--- config.mk ---
export PLATFORM = sky130hd
export DESIGN_NAME = at_response_line_classifier_core_flat
export DESIGN_NICKNAME = d
export VERILOG_FILES = /design/src/hdl/arlc_pkg.sv /design/src/hdl/arlc_byte_if.sv /design/src/hdl/arlc_line_if.sv /design/src/hdl/arlc_front.sv /design/src/hdl/arlc_queue.sv /design/src/hdl/arlc_back.sv /design/src/hdl/at_response_line_classifier_core.sv /design/src/flat_wrapper.sv
export SDC_FILE = /design/constraint.sdc
export NUM_CORES = 1
export LEC_CHECK = 0
export ABC_AREA = 1
export BUFFER_PORTS_ARGS = -buffer_cell sky130_fd_sc_hd__buf_2
export CAP_MARGIN = 20
export CORE_MARGIN = 3
export CORE_UTILIZATION = 30
export CTS_CLUSTER_SIZE = 25
export DETAILED_ROUTE_END_ITERATION = 8
export SKIP_LAST_GASP = 1
export SLEW_MARGIN = 10
export SYNTH_ARGS = -nofsm -noshare
export SYNTH_HDL_FRONTEND = slang
export SYNTH_HIERARCHICAL = 1
export SYNTH_SLANG_ARGS = --single-unit
--- constraint.sdc ---
create_clock -name clk -period 11.8 [get_ports clk]
set_input_delay 1.77 -clock clk [delete_from_list [all_inputs] [get_ports clk]]
set_output_delay 1.77 -clock clk [all_outputs]
set_load 0.1 [all_outputs]
--- src/hdl/arlc_pkg.sv ---
`default_nettype none

package arlc_pkg;

  // bytes of a line kept for keyword matching
  localparam int HEAD_LEN = 16;
  // clamped length used by the classifier (16 means sixteen or more)
  localparam int SLEN_W = 5;
  // width of the reported line length
  localparam int TEXT_W = 9;

  localparam logic [7:0] CHAR_CR     = 8'h0D;
  localparam logic [7:0] CHAR_LF     = 8'h0A;
  localparam logic [7:0] CHAR_PROMPT = 8'h3E;
  localparam logic [7:0] CHAR_PLUS   = 8'h2B;
  localparam logic [7:0] CHAR_NUL    = 8'h00;

  typedef enum logic [3:0] {
    KIND_PROMPT   = 4'd0,
    KIND_EMPTY    = 4'd1,
    KIND_ECHO     = 4'd2,
    KIND_PLUS     = 4'd3,
    KIND_OK       = 4'd4,
    KIND_ERROR    = 4'd5,
    KIND_READY    = 4'd6,
    KIND_BUSY     = 4'd7,
    KIND_SENDOK   = 4'd8,
    KIND_SENDFAIL = 4'd9,
    KIND_WIFICONN = 4'd10,
    KIND_GOTIP    = 4'd11,
    KIND_DISCONN  = 4'd12,
    KIND_UNKNOWN  = 4'd13,
    KIND_TOOLONG  = 4'd14
  } line_kind_t;

  // what the front end hands to the classifier
  typedef enum logic [1:0] {
    REC_PROMPT = 2'd0,
    REC_LINE   = 2'd1,
    REC_LONG   = 2'd2
  } rec_tag_t;

  typedef logic [HEAD_LEN-1:0][7:0] head_t;

  typedef struct packed {
    rec_tag_t            tag;
    head_t               head;
    logic [SLEN_W-1:0]   short_len;
    logic [TEXT_W-1:0]   text_len;
  } line_rec_t;

endpackage

`default_nettype wire

--- src/hdl/arlc_byte_if.sv ---
`default_nettype none

interface arlc_byte_if;
  logic       valid;
  logic       ready;
  logic [7:0] rx_byte;

  modport source (output valid, output rx_byte, input ready);
  modport sink (input valid, input rx_byte, output ready);
endinterface

`default_nettype wire

--- src/hdl/arlc_line_if.sv ---
`default_nettype none

interface arlc_line_if;
  logic       valid;
  logic       ready;
  logic [3:0] line_kind;
  logic [8:0] text_length;

  modport source (output valid, output line_kind, output text_length, input ready);
  modport sink (input valid, input line_kind, input text_length, output ready);
endinterface

`default_nettype wire

--- src/hdl/arlc_front.sv ---
`default_nettype none

module arlc_front #(
  parameter int MAX_LINE = 256
) (
  input  logic                clk,
  input  logic                rst,
  arlc_byte_if.sink           rx,
  input  logic                q_full,
  output logic                q_push,
  output arlc_pkg::line_rec_t q_rec
);

  localparam int CW = $clog2(MAX_LINE);
  localparam int TW = arlc_pkg::TEXT_W;
  localparam int SW = arlc_pkg::SLEN_W;
  localparam int LW = (CW > TW) ? CW : TW;
  localparam logic [CW-1:0] LAST_POS = CW'(MAX_LINE - 1);
  localparam logic [TW-1:0] LONG_LEN = TW'(MAX_LINE % (1 << TW));

  arlc_pkg::head_t head;
  arlc_pkg::head_t head_next;
  logic [CW-1:0]   count;
  logic            cr_seen;

  logic            accept;
  logic [7:0]      b;
  logic            is_prompt;
  logic            line_end;
  logic            too_long;
  logic [LW-1:0]   len_wide;

  // no transaction is taken while reset is held
  assign rx.ready = !q_full && !rst;
  assign accept   = rx.valid && rx.ready;
  assign b        = rx.rx_byte;

  // line framing decisions for the byte on the port
  assign is_prompt = (count == '0) && (b == arlc_pkg::CHAR_PROMPT);
  assign line_end  = cr_seen && (b == arlc_pkg::CHAR_LF);
  assign too_long  = !line_end && (count == LAST_POS);
  assign len_wide  = LW'(count) - LW'(1);

  // head with the new byte dropped into its slot
  always_comb begin
    for (int i = 0; i < arlc_pkg::HEAD_LEN; i++) begin
      head_next[i] = (count == CW'(i)) ? b : head[i];
    end
  end

  // record for the classifier
  always_comb begin
    q_rec.head = head_next;
    q_rec.short_len = (len_wide >= LW'(arlc_pkg::HEAD_LEN)) ? SW'(arlc_pkg::HEAD_LEN)
                                                            : len_wide[SW-1:0];
    if (is_prompt) begin
      q_rec.tag      = arlc_pkg::REC_PROMPT;
      q_rec.text_len = '0;
    end else if (line_end) begin
      q_rec.tag      = arlc_pkg::REC_LINE;
      q_rec.text_len = len_wide[TW-1:0];
    end else begin
      q_rec.tag      = arlc_pkg::REC_LONG;
      q_rec.text_len = LONG_LEN;
    end
  end

  assign q_push = accept && (is_prompt || line_end || too_long);

  // line count and cr/lf tracker
  always_ff @(posedge clk) begin
    if (rst) begin
      count   <= '0;
      cr_seen <= 1'b0;
    end else if (accept && !is_prompt) begin
      if (line_end || too_long) begin
        count   <= '0;
        cr_seen <= 1'b0;
      end else begin
        count   <= count + CW'(1);
        cr_seen <= !cr_seen && (b == arlc_pkg::CHAR_CR);
      end
    end
  end

  // stored head bytes
  always_ff @(posedge clk) begin
    if (rst) begin
      head <= '0;
    end else if (accept && !is_prompt) begin
      head <= head_next;
    end
  end

`ifndef SYNTHESIS
  a_prompt_keeps_line: assert property (@(posedge clk) disable iff (rst)
    (accept && is_prompt) |=> (count == '0) && $stable(cr_seen))
    else $error("prompt disturbed line state");
  a_end_restarts: assert property (@(posedge clk) disable iff (rst)
    (accept && (line_end || too_long)) |=> (count == '0) && !cr_seen)
    else $error("line not restarted after result");
  a_count_bound: assert property (@(posedge clk) disable iff (rst)
    32'(count) < MAX_LINE)
    else $error("line count beyond maximum");
`endif

endmodule

`default_nettype wire

--- src/hdl/arlc_queue.sv ---
`default_nettype none

module arlc_queue #(
  parameter int DEPTH = 2
) (
  input  logic                clk,
  input  logic                rst,
  input  logic                push,
  input  arlc_pkg::line_rec_t wr_rec,
  input  logic                pop,
  output arlc_pkg::line_rec_t rd_rec,
  output logic                full,
  output logic                empty
);

  localparam int PW  = (DEPTH > 1) ? $clog2(DEPTH) : 1;
  localparam int LVW = $clog2(DEPTH + 1);

  arlc_pkg::line_rec_t entries [DEPTH];
  logic [PW-1:0]       wr_ptr;
  logic [PW-1:0]       rd_ptr;
  logic [LVW-1:0]      level;

  assign full   = (level == LVW'(DEPTH));
  assign empty  = (level == '0);
  assign rd_rec = entries[rd_ptr];

  // pointers and fill level
  always_ff @(posedge clk) begin
    if (rst) begin
      wr_ptr <= '0;
      rd_ptr <= '0;
      level  <= '0;
    end else begin
      if (push) begin
        wr_ptr <= (wr_ptr == PW'(DEPTH - 1)) ? '0 : wr_ptr + PW'(1);
      end
      if (pop) begin
        rd_ptr <= (rd_ptr == PW'(DEPTH - 1)) ? '0 : rd_ptr + PW'(1);
      end
      if (push && !pop) begin
        level <= level + LVW'(1);
      end else if (pop && !push) begin
        level <= level - LVW'(1);
      end
    end
  end

  // entry storage
  always_ff @(posedge clk) begin
    if (push) begin
      entries[wr_ptr] <= wr_rec;
    end
  end

`ifndef SYNTHESIS
  a_no_overflow: assert property (@(posedge clk) disable iff (rst) push |-> !full)
    else $error("push into full queue");
  a_no_underflow: assert property (@(posedge clk) disable iff (rst) pop |-> !empty)
    else $error("pop from empty queue");
  a_level_bound: assert property (@(posedge clk) disable iff (rst)
    level <= LVW'(DEPTH))
    else $error("queue level out of range");
`endif

endmodule

`default_nettype wire

--- src/hdl/arlc_back.sv ---
`default_nettype none

module arlc_back (
  input  logic                clk,
  input  logic                rst,
  input  arlc_pkg::line_rec_t rec,
  input  logic                q_empty,
  output logic                q_pop,
  arlc_line_if.source         tx
);

  localparam int SW = arlc_pkg::SLEN_W;
  localparam int TW = arlc_pkg::TEXT_W;

  logic                   out_valid;
  arlc_pkg::line_kind_t   kind;
  logic [TW-1:0]          text_len;
  arlc_pkg::line_kind_t   kind_next;

  // first n bytes from off equal the keyword, all within the line and the head
  function automatic logic has_prefix(arlc_pkg::head_t h, logic [SW-1:0] sl,
                                      int off, int n, logic [79:0] s);
    logic ok;
    ok = (32'(sl) >= off + n) && (off + n <= arlc_pkg::HEAD_LEN);
    for (int i = 0; i < 10; i++) begin
      if (i < n) begin
        if (h[4'(off + i)] != s[8*(n-1-i) +: 8]) begin
          ok = 1'b0;
        end
      end
    end
    return ok;
  endfunction

  // keyword ends the text: line end or a zero byte right after it
  function automatic logic is_text(arlc_pkg::head_t h, logic [SW-1:0] sl,
                                   int off, int n, logic [79:0] s);
    logic ok;
    ok = has_prefix(h, sl, off, n, s);
    return ok && ((32'(sl) == off + n) ||
                  ((off + n < arlc_pkg::HEAD_LEN) && (h[4'(off + n)] == arlc_pkg::CHAR_NUL)));
  endfunction

  // keyword classification in fixed priority order
  always_comb begin
    priority if (rec.tag == arlc_pkg::REC_PROMPT) begin
      kind_next = arlc_pkg::KIND_PROMPT;
    end else if (rec.tag != arlc_pkg::REC_LINE) begin
      kind_next = arlc_pkg::KIND_TOOLONG;
    end else if (rec.short_len == '0) begin
      kind_next = arlc_pkg::KIND_EMPTY;
    end else if (rec.short_len > SW'(2) && has_prefix(rec.head, rec.short_len, 0, 2, "AT")) begin
      kind_next = arlc_pkg::KIND_ECHO;
    end else if (rec.head[0] == arlc_pkg::CHAR_PLUS) begin
      kind_next = arlc_pkg::KIND_PLUS;
    end else if (is_text(rec.head, rec.short_len, 0, 2, "OK")) begin
      kind_next = arlc_pkg::KIND_OK;
    end else if (is_text(rec.head, rec.short_len, 0, 5, "ERROR")) begin
      kind_next = arlc_pkg::KIND_ERROR;
    end else if (is_text(rec.head, rec.short_len, 0, 5, "ready")) begin
      kind_next = arlc_pkg::KIND_READY;
    end else if (has_prefix(rec.head, rec.short_len, 0, 4, "busy")) begin
      kind_next = arlc_pkg::KIND_BUSY;
    end else if (rec.short_len >= SW'(7) &&
                 has_prefix(rec.head, rec.short_len, 0, 5, "SEND ")) begin
      if (is_text(rec.head, rec.short_len, 5, 2, "OK")) begin
        kind_next = arlc_pkg::KIND_SENDOK;
      end else if (is_text(rec.head, rec.short_len, 5, 4, "FAIL")) begin
        kind_next = arlc_pkg::KIND_SENDFAIL;
      end else begin
        kind_next = arlc_pkg::KIND_UNKNOWN;
      end
    end else if (rec.short_len >= SW'(11) &&
                 has_prefix(rec.head, rec.short_len, 0, 5, "WIFI ")) begin
      if (is_text(rec.head, rec.short_len, 5, 9, "CONNECTED")) begin
        kind_next = arlc_pkg::KIND_WIFICONN;
      end else if (is_text(rec.head, rec.short_len, 5, 6, "GOT IP")) begin
        kind_next = arlc_pkg::KIND_GOTIP;
      end else if (is_text(rec.head, rec.short_len, 5, 10, "DISCONNECT")) begin
        kind_next = arlc_pkg::KIND_DISCONN;
      end else begin
        kind_next = arlc_pkg::KIND_UNKNOWN;
      end
    end else begin
      kind_next = arlc_pkg::KIND_UNKNOWN;
    end
  end

  // take a record whenever the output register is free or draining
  assign q_pop = !q_empty && (!out_valid || tx.ready);

  always_ff @(posedge clk) begin
    if (rst) begin
      out_valid <= 1'b0;
    end else if (q_pop) begin
      out_valid <= 1'b1;
    end else if (tx.ready) begin
      out_valid <= 1'b0;
    end
  end

  // result register
  always_ff @(posedge clk) begin
    if (q_pop) begin
      kind     <= kind_next;
      text_len <= rec.text_len;
    end
  end

  assign tx.valid       = out_valid;
  assign tx.line_kind   = kind;
  assign tx.text_length = text_len;

`ifndef SYNTHESIS
  a_pop_fills: assert property (@(posedge clk) disable iff (rst) q_pop |=> out_valid)
    else $error("popped record not presented");
  a_no_pop_stalled: assert property (@(posedge clk) disable iff (rst)
    (out_valid && !tx.ready) |-> !q_pop)
    else $error("record popped over a stalled result");
  a_prompt_len: assert property (@(posedge clk) disable iff (rst)
    (out_valid && kind == arlc_pkg::KIND_PROMPT) |-> (text_len == '0))
    else $error("prompt with nonzero length");
`endif

endmodule

`default_nettype wire

--- src/hdl/at_response_line_classifier_core.sv ---
// Modem response line classifier.
// rx channel: one received byte per transaction (rx_byte).
// tx channel: one result per finished line or prompt: line_kind and
//   text_length (length without CR LF; 0 for a prompt; MAX_LINE modulo 512
//   for a line that hit MAX_LINE bytes without CR LF).
// A '>' as the first byte of a line gives a prompt result at once; any
// other byte is added to the line, and CR LF or MAX_LINE bytes closes it.
// Throughput: one byte per cycle. The front end frames the line in the
// accepting cycle and pushes a record into a QUEUE_DEPTH-entry queue; the
// back end classifies the queue head against the 16 stored head bytes and
// registers the result.
// Result path: the record is registered in the queue, and the back end
// pops it into the output register, which drives tx.valid.
// Stall: while tx.ready is low the output register holds its result and
// the queue fills; once it is full rx.ready drops until tx drains.
// Reset (synchronous, rst high): empties the queue, drops tx.valid and
// starts a fresh line; rx.ready is held low while rst is high.
`default_nettype none

module at_response_line_classifier_core #(
  parameter int MAX_LINE    = 256,
  parameter int QUEUE_DEPTH = 2
) (
  input  logic        clk,
  input  logic        rst,
  arlc_byte_if.sink   rx,
  arlc_line_if.source tx
);

  arlc_pkg::line_rec_t push_rec;
  arlc_pkg::line_rec_t head_rec;
  logic                q_push;
  logic                q_pop;
  logic                q_full;
  logic                q_empty;

  // line framing
  arlc_front #(
    .MAX_LINE (MAX_LINE)
  ) u_front (
    .clk    (clk),
    .rst    (rst),
    .rx     (rx),
    .q_full (q_full),
    .q_push (q_push),
    .q_rec  (push_rec)
  );

  // decoupling queue
  arlc_queue #(
    .DEPTH (QUEUE_DEPTH)
  ) u_queue (
    .clk    (clk),
    .rst    (rst),
    .push   (q_push),
    .wr_rec (push_rec),
    .pop    (q_pop),
    .rd_rec (head_rec),
    .full   (q_full),
    .empty  (q_empty)
  );

  // keyword classification and result register
  arlc_back u_back (
    .clk     (clk),
    .rst     (rst),
    .rec     (head_rec),
    .q_empty (q_empty),
    .q_pop   (q_pop),
    .tx      (tx)
  );

endmodule

`default_nettype wire

--- src/flat_wrapper.sv ---
// flat-port wrapper written by rule: the top's interface ports become plain ports
module at_response_line_classifier_core_flat 
#(
  parameter int MAX_LINE    = 256,
  parameter int QUEUE_DEPTH = 2
)
  (clk, rst, rx_valid, rx_rx_byte, rx_ready, tx_valid, tx_line_kind, tx_text_length, tx_ready);
  arlc_byte_if rx_i ();
  arlc_line_if tx_i ();
  input  logic clk;
  input  logic rst;
  input wire logic [$bits(rx_i.valid)-1:0] rx_valid;
  input wire logic [$bits(rx_i.rx_byte)-1:0] rx_rx_byte;
  output wire logic [$bits(rx_i.ready)-1:0] rx_ready;
  output wire logic [$bits(tx_i.valid)-1:0] tx_valid;
  output wire logic [$bits(tx_i.line_kind)-1:0] tx_line_kind;
  output wire logic [$bits(tx_i.text_length)-1:0] tx_text_length;
  input wire logic [$bits(tx_i.ready)-1:0] tx_ready;
  assign rx_i.valid = rx_valid;
  assign rx_i.rx_byte = rx_rx_byte;
  assign rx_ready = rx_i.ready;
  assign tx_valid = tx_i.valid;
  assign tx_line_kind = tx_i.line_kind;
  assign tx_text_length = tx_i.text_length;
  assign tx_i.ready = tx_ready;
  at_response_line_classifier_core #(.MAX_LINE(MAX_LINE), .QUEUE_DEPTH(QUEUE_DEPTH)) u_core (.clk(clk), .rst(rst), .rx(rx_i), .tx(tx_i));
endmodule
==> key figures <==
Synth
  • Syn nets: about 1.4k
  • Synth warn: 6
  • Synth Cell Area: 0.0121 mm²
  • Mapped Cells: between 1k and 1.5k
  • Avg Cell Area, Syn: between 9 and 10 µm²

Die
  • Core area: just under 0.04 mm²
  • Initial cell density of the core: 0.308
  • Die Y-Extent: approximately 210 µm
  • IO Count: 27
  • Die Span X: around 210 µm
  • Die ar.: between 0.04 and 0.05 mm²
  • Placement Rows: a little over 70

Clock network
  • Worst skew pair latency: 530 ps
  • CTS tree: built
  • Cts repair resizes: 0
  • Clock Sink Count: approximately 250
  • # H-tree levels: 1
  • Max clock buf depth: 3
  • Clock transition at path regs: around 60 ps
  • Hold buffer count at cts: 0
  • Post-CTS setup buffers: 0
  • Root Buffer: clkbuf_16
  • CTS buffer count: 26

Setup path
  • WP buf/inv: 2
  • Worst path max stage delay: ~650 ps
  • WP data arrival: ~2900 ps
  • Slowest stage cell, crit path: buf_2
  • Crit. End Element: primary output
  • CP Cell Sequence: buf_2 > nor2_1 > buf_2
  • CP Max Fanout: 42
  • Most frequent CP cell: buf_2
  • Top delay family on crit path: buffers and inverters
  • Critical path launch point type: input port
  • R2r setup slk: roughly 7400 ps
  • Req. time, crit path: about 10,000 ps
  • Crit Path Category: in -> out

Global routing
  • Initial antenna violation count: 2
  • Vias in the first global route: a little over 8k
  • Largest net degree at the start of global routing: just under 100
  • Total gr overflow: 0
  • First-pass GRT wire length: 44.9 mm
  • Total GRT Usage: 0.133

Detailed routing
  • Vias per cell: 4.66
  • Routed vias: between 8k and 9k
  • Initial DRC Count: 770
  • Antenna-violating nets left: 0
  • First-pass DRT Iterations: 5
  • DRC violations left: 0
  • WL final: between 20 and 30 mm
  • Wire per inst: 15.3 µm

Placed design
  • Detailed placement HPWL: between 15 and 20 mm
  • DP Area: 0.0126 mm²
  • Routability cong.: 0.851
  • Port-buffer cells: 26
  • Setup slack after placement: 6700 ps

STA
  • Final Max Slew Viols: 0
  • Setup TNS: 0 ps
  • Slew HR: 0.328
  • Unrepaired setup endpoints after global routing: false
  • Peak Freq: between 200 and 250 MHz
  • Slack of the critical path: 7180 ps
  • Worst slew pin tran: between 1000 and 1500 ps
  • Final setup viols: 0
  • Clk_skew: 20.5 ps
  • Minimum clock period: between 4000 and 5000 ps
  • Final hold violation count: 0
  • Period utilization: 0.391

Power and ir drop
  • Int Pwr: between 0.0015 and 0.002 W
  • Sw Pwr: a little over 0.0008 W
  • P per Cell Area: 185 mW/mm²
  • Comb power frac: 0.236
  • Leakage: 5.33 nW
  • Clock Power Share: 0.344
  • Maximum VDD drop: approximately 0.14 mV
  • Seq pwr share: 0.420
  • Switching Share: 0.323

Layout
  • Cell area after layout: between 0.01 and 0.015 mm²
  • ANT cells: 0
  • Nets: around 1.3k
  • Area Overhead vs Synth: 11.5%
  • Layout cells sized above 1: 0.141

Run
  • # Max-Cap Violations: 0

Min path
  • Worst min path class: reg -> reg

Outcome
  • Status: finished, final reports clean
## sequential cells by signal (all words and copies together) (netlist names), named ones only
signal and flops:
u_core/u_queue/rd_ptr 1, u_core/u_front/cr_seen 1, u_core/u_back/tx.text_length 9, u_core/u_front/count 8
u_core/u_back/tx.valid 1, u_core/u_front/head 64, u_core/u_back/tx.line_kind 4, u_core/u_queue/wr_ptr 1
u_core/u_queue/level 2, u_core/u_queue/entries 160
## path summary, 6_finish.rpt
kind | start | endpoint | depth (start not counted)
worst min-delay path | u_core/u_front/head[15]$_SDFFE_PP0P_ | u_core/u_front/head[15]$_SDFFE_PP0P_ | 2
worst min register to register | u_core/u_front/head[15]$_SDFFE_PP0P_ | u_core/u_front/head[15]$_SDFFE_PP0P_ | 2
worst max-delay path | rst | rx_ready | 3
worst max register to register | u_core/u_front/count[6]$_SDFFE_PP0P_ | u_core/u_queue/entries[0][27]$_DFFE_PP_ | 10
## routing by layer
layer  global-route usage  share of wire  up-vias
li1                     -              -     4332
met1                0.200           0.48     4092
met2                0.203           0.44      247
met3               0.0243          0.063       34
met4               0.0259          0.016        0
met5                    0              0        -
## per-stage QoR
step                hold WS [ps]  utilization  power, W  instances
detailed placement           453        0.321   0.00165       1821
finish                       464        0.344   0.00250       1868
global placement             448        0.321   0.00165       1821
floorplan                    441            -   0.00154       1338
CTS                          463        0.344   0.00252       1868
global route                 478        0.344   0.00261       1868
## cell usage in the layout (no fill, tap or decap), drive strengths merged
cell type / n
xor2: 1
nand2: 395
nand3b: 5
a21oi: 43
o21a: 2
nand4: 22
dfxtp: 79
buf: 31
bufinv: 4
clkbuf: 31
nand3: 38
nor2: 206
and2: 1
nor3b: 2
inv: 138
edfxtp: 173
o211ai: 1
ha: 5
clkinv: 8
nor3: 11
clkinvlp: 4
mux2: 80
o21ai: 67
a21boi: 1
xnor2: 2
## worst reg2reg max path: stages (launching register included)
cell	delay, ps
dfxtp_1	360
nor2_1	220
nand2_2	460
nor2_2	800
nand2_2	360
nand3_1	150
nand2_1	60
inv_1	130
inv_1	80
nor2_4	570
buf_4	770
## final cells by class
type,count,area (µm²)
multi-input cells,882,4450
repair buffers,31,168
well taps,518,648
inverters,138,519
clock buffers,31,711
fillers,3989,25700
flip-flops and latches,252,6780
clock inverters,16,194
## power groups by stage
stage | combinational (W) | clock (W) | sequential (W)
CTS | 0.000589 | 0.000878 | 0.00105
global placement | 0.000580 | 0 | 0.00107
global route | 0.000641 | 0.000911 | 0.00106
detailed placement | 0.000586 | 0 | 0.00107
floorplan | 0.000345 | 0 | 0.00120
finish | 0.000590 | 0.000859 | 0.00105
No activity file was read; power rests on OpenSTA's default activity.
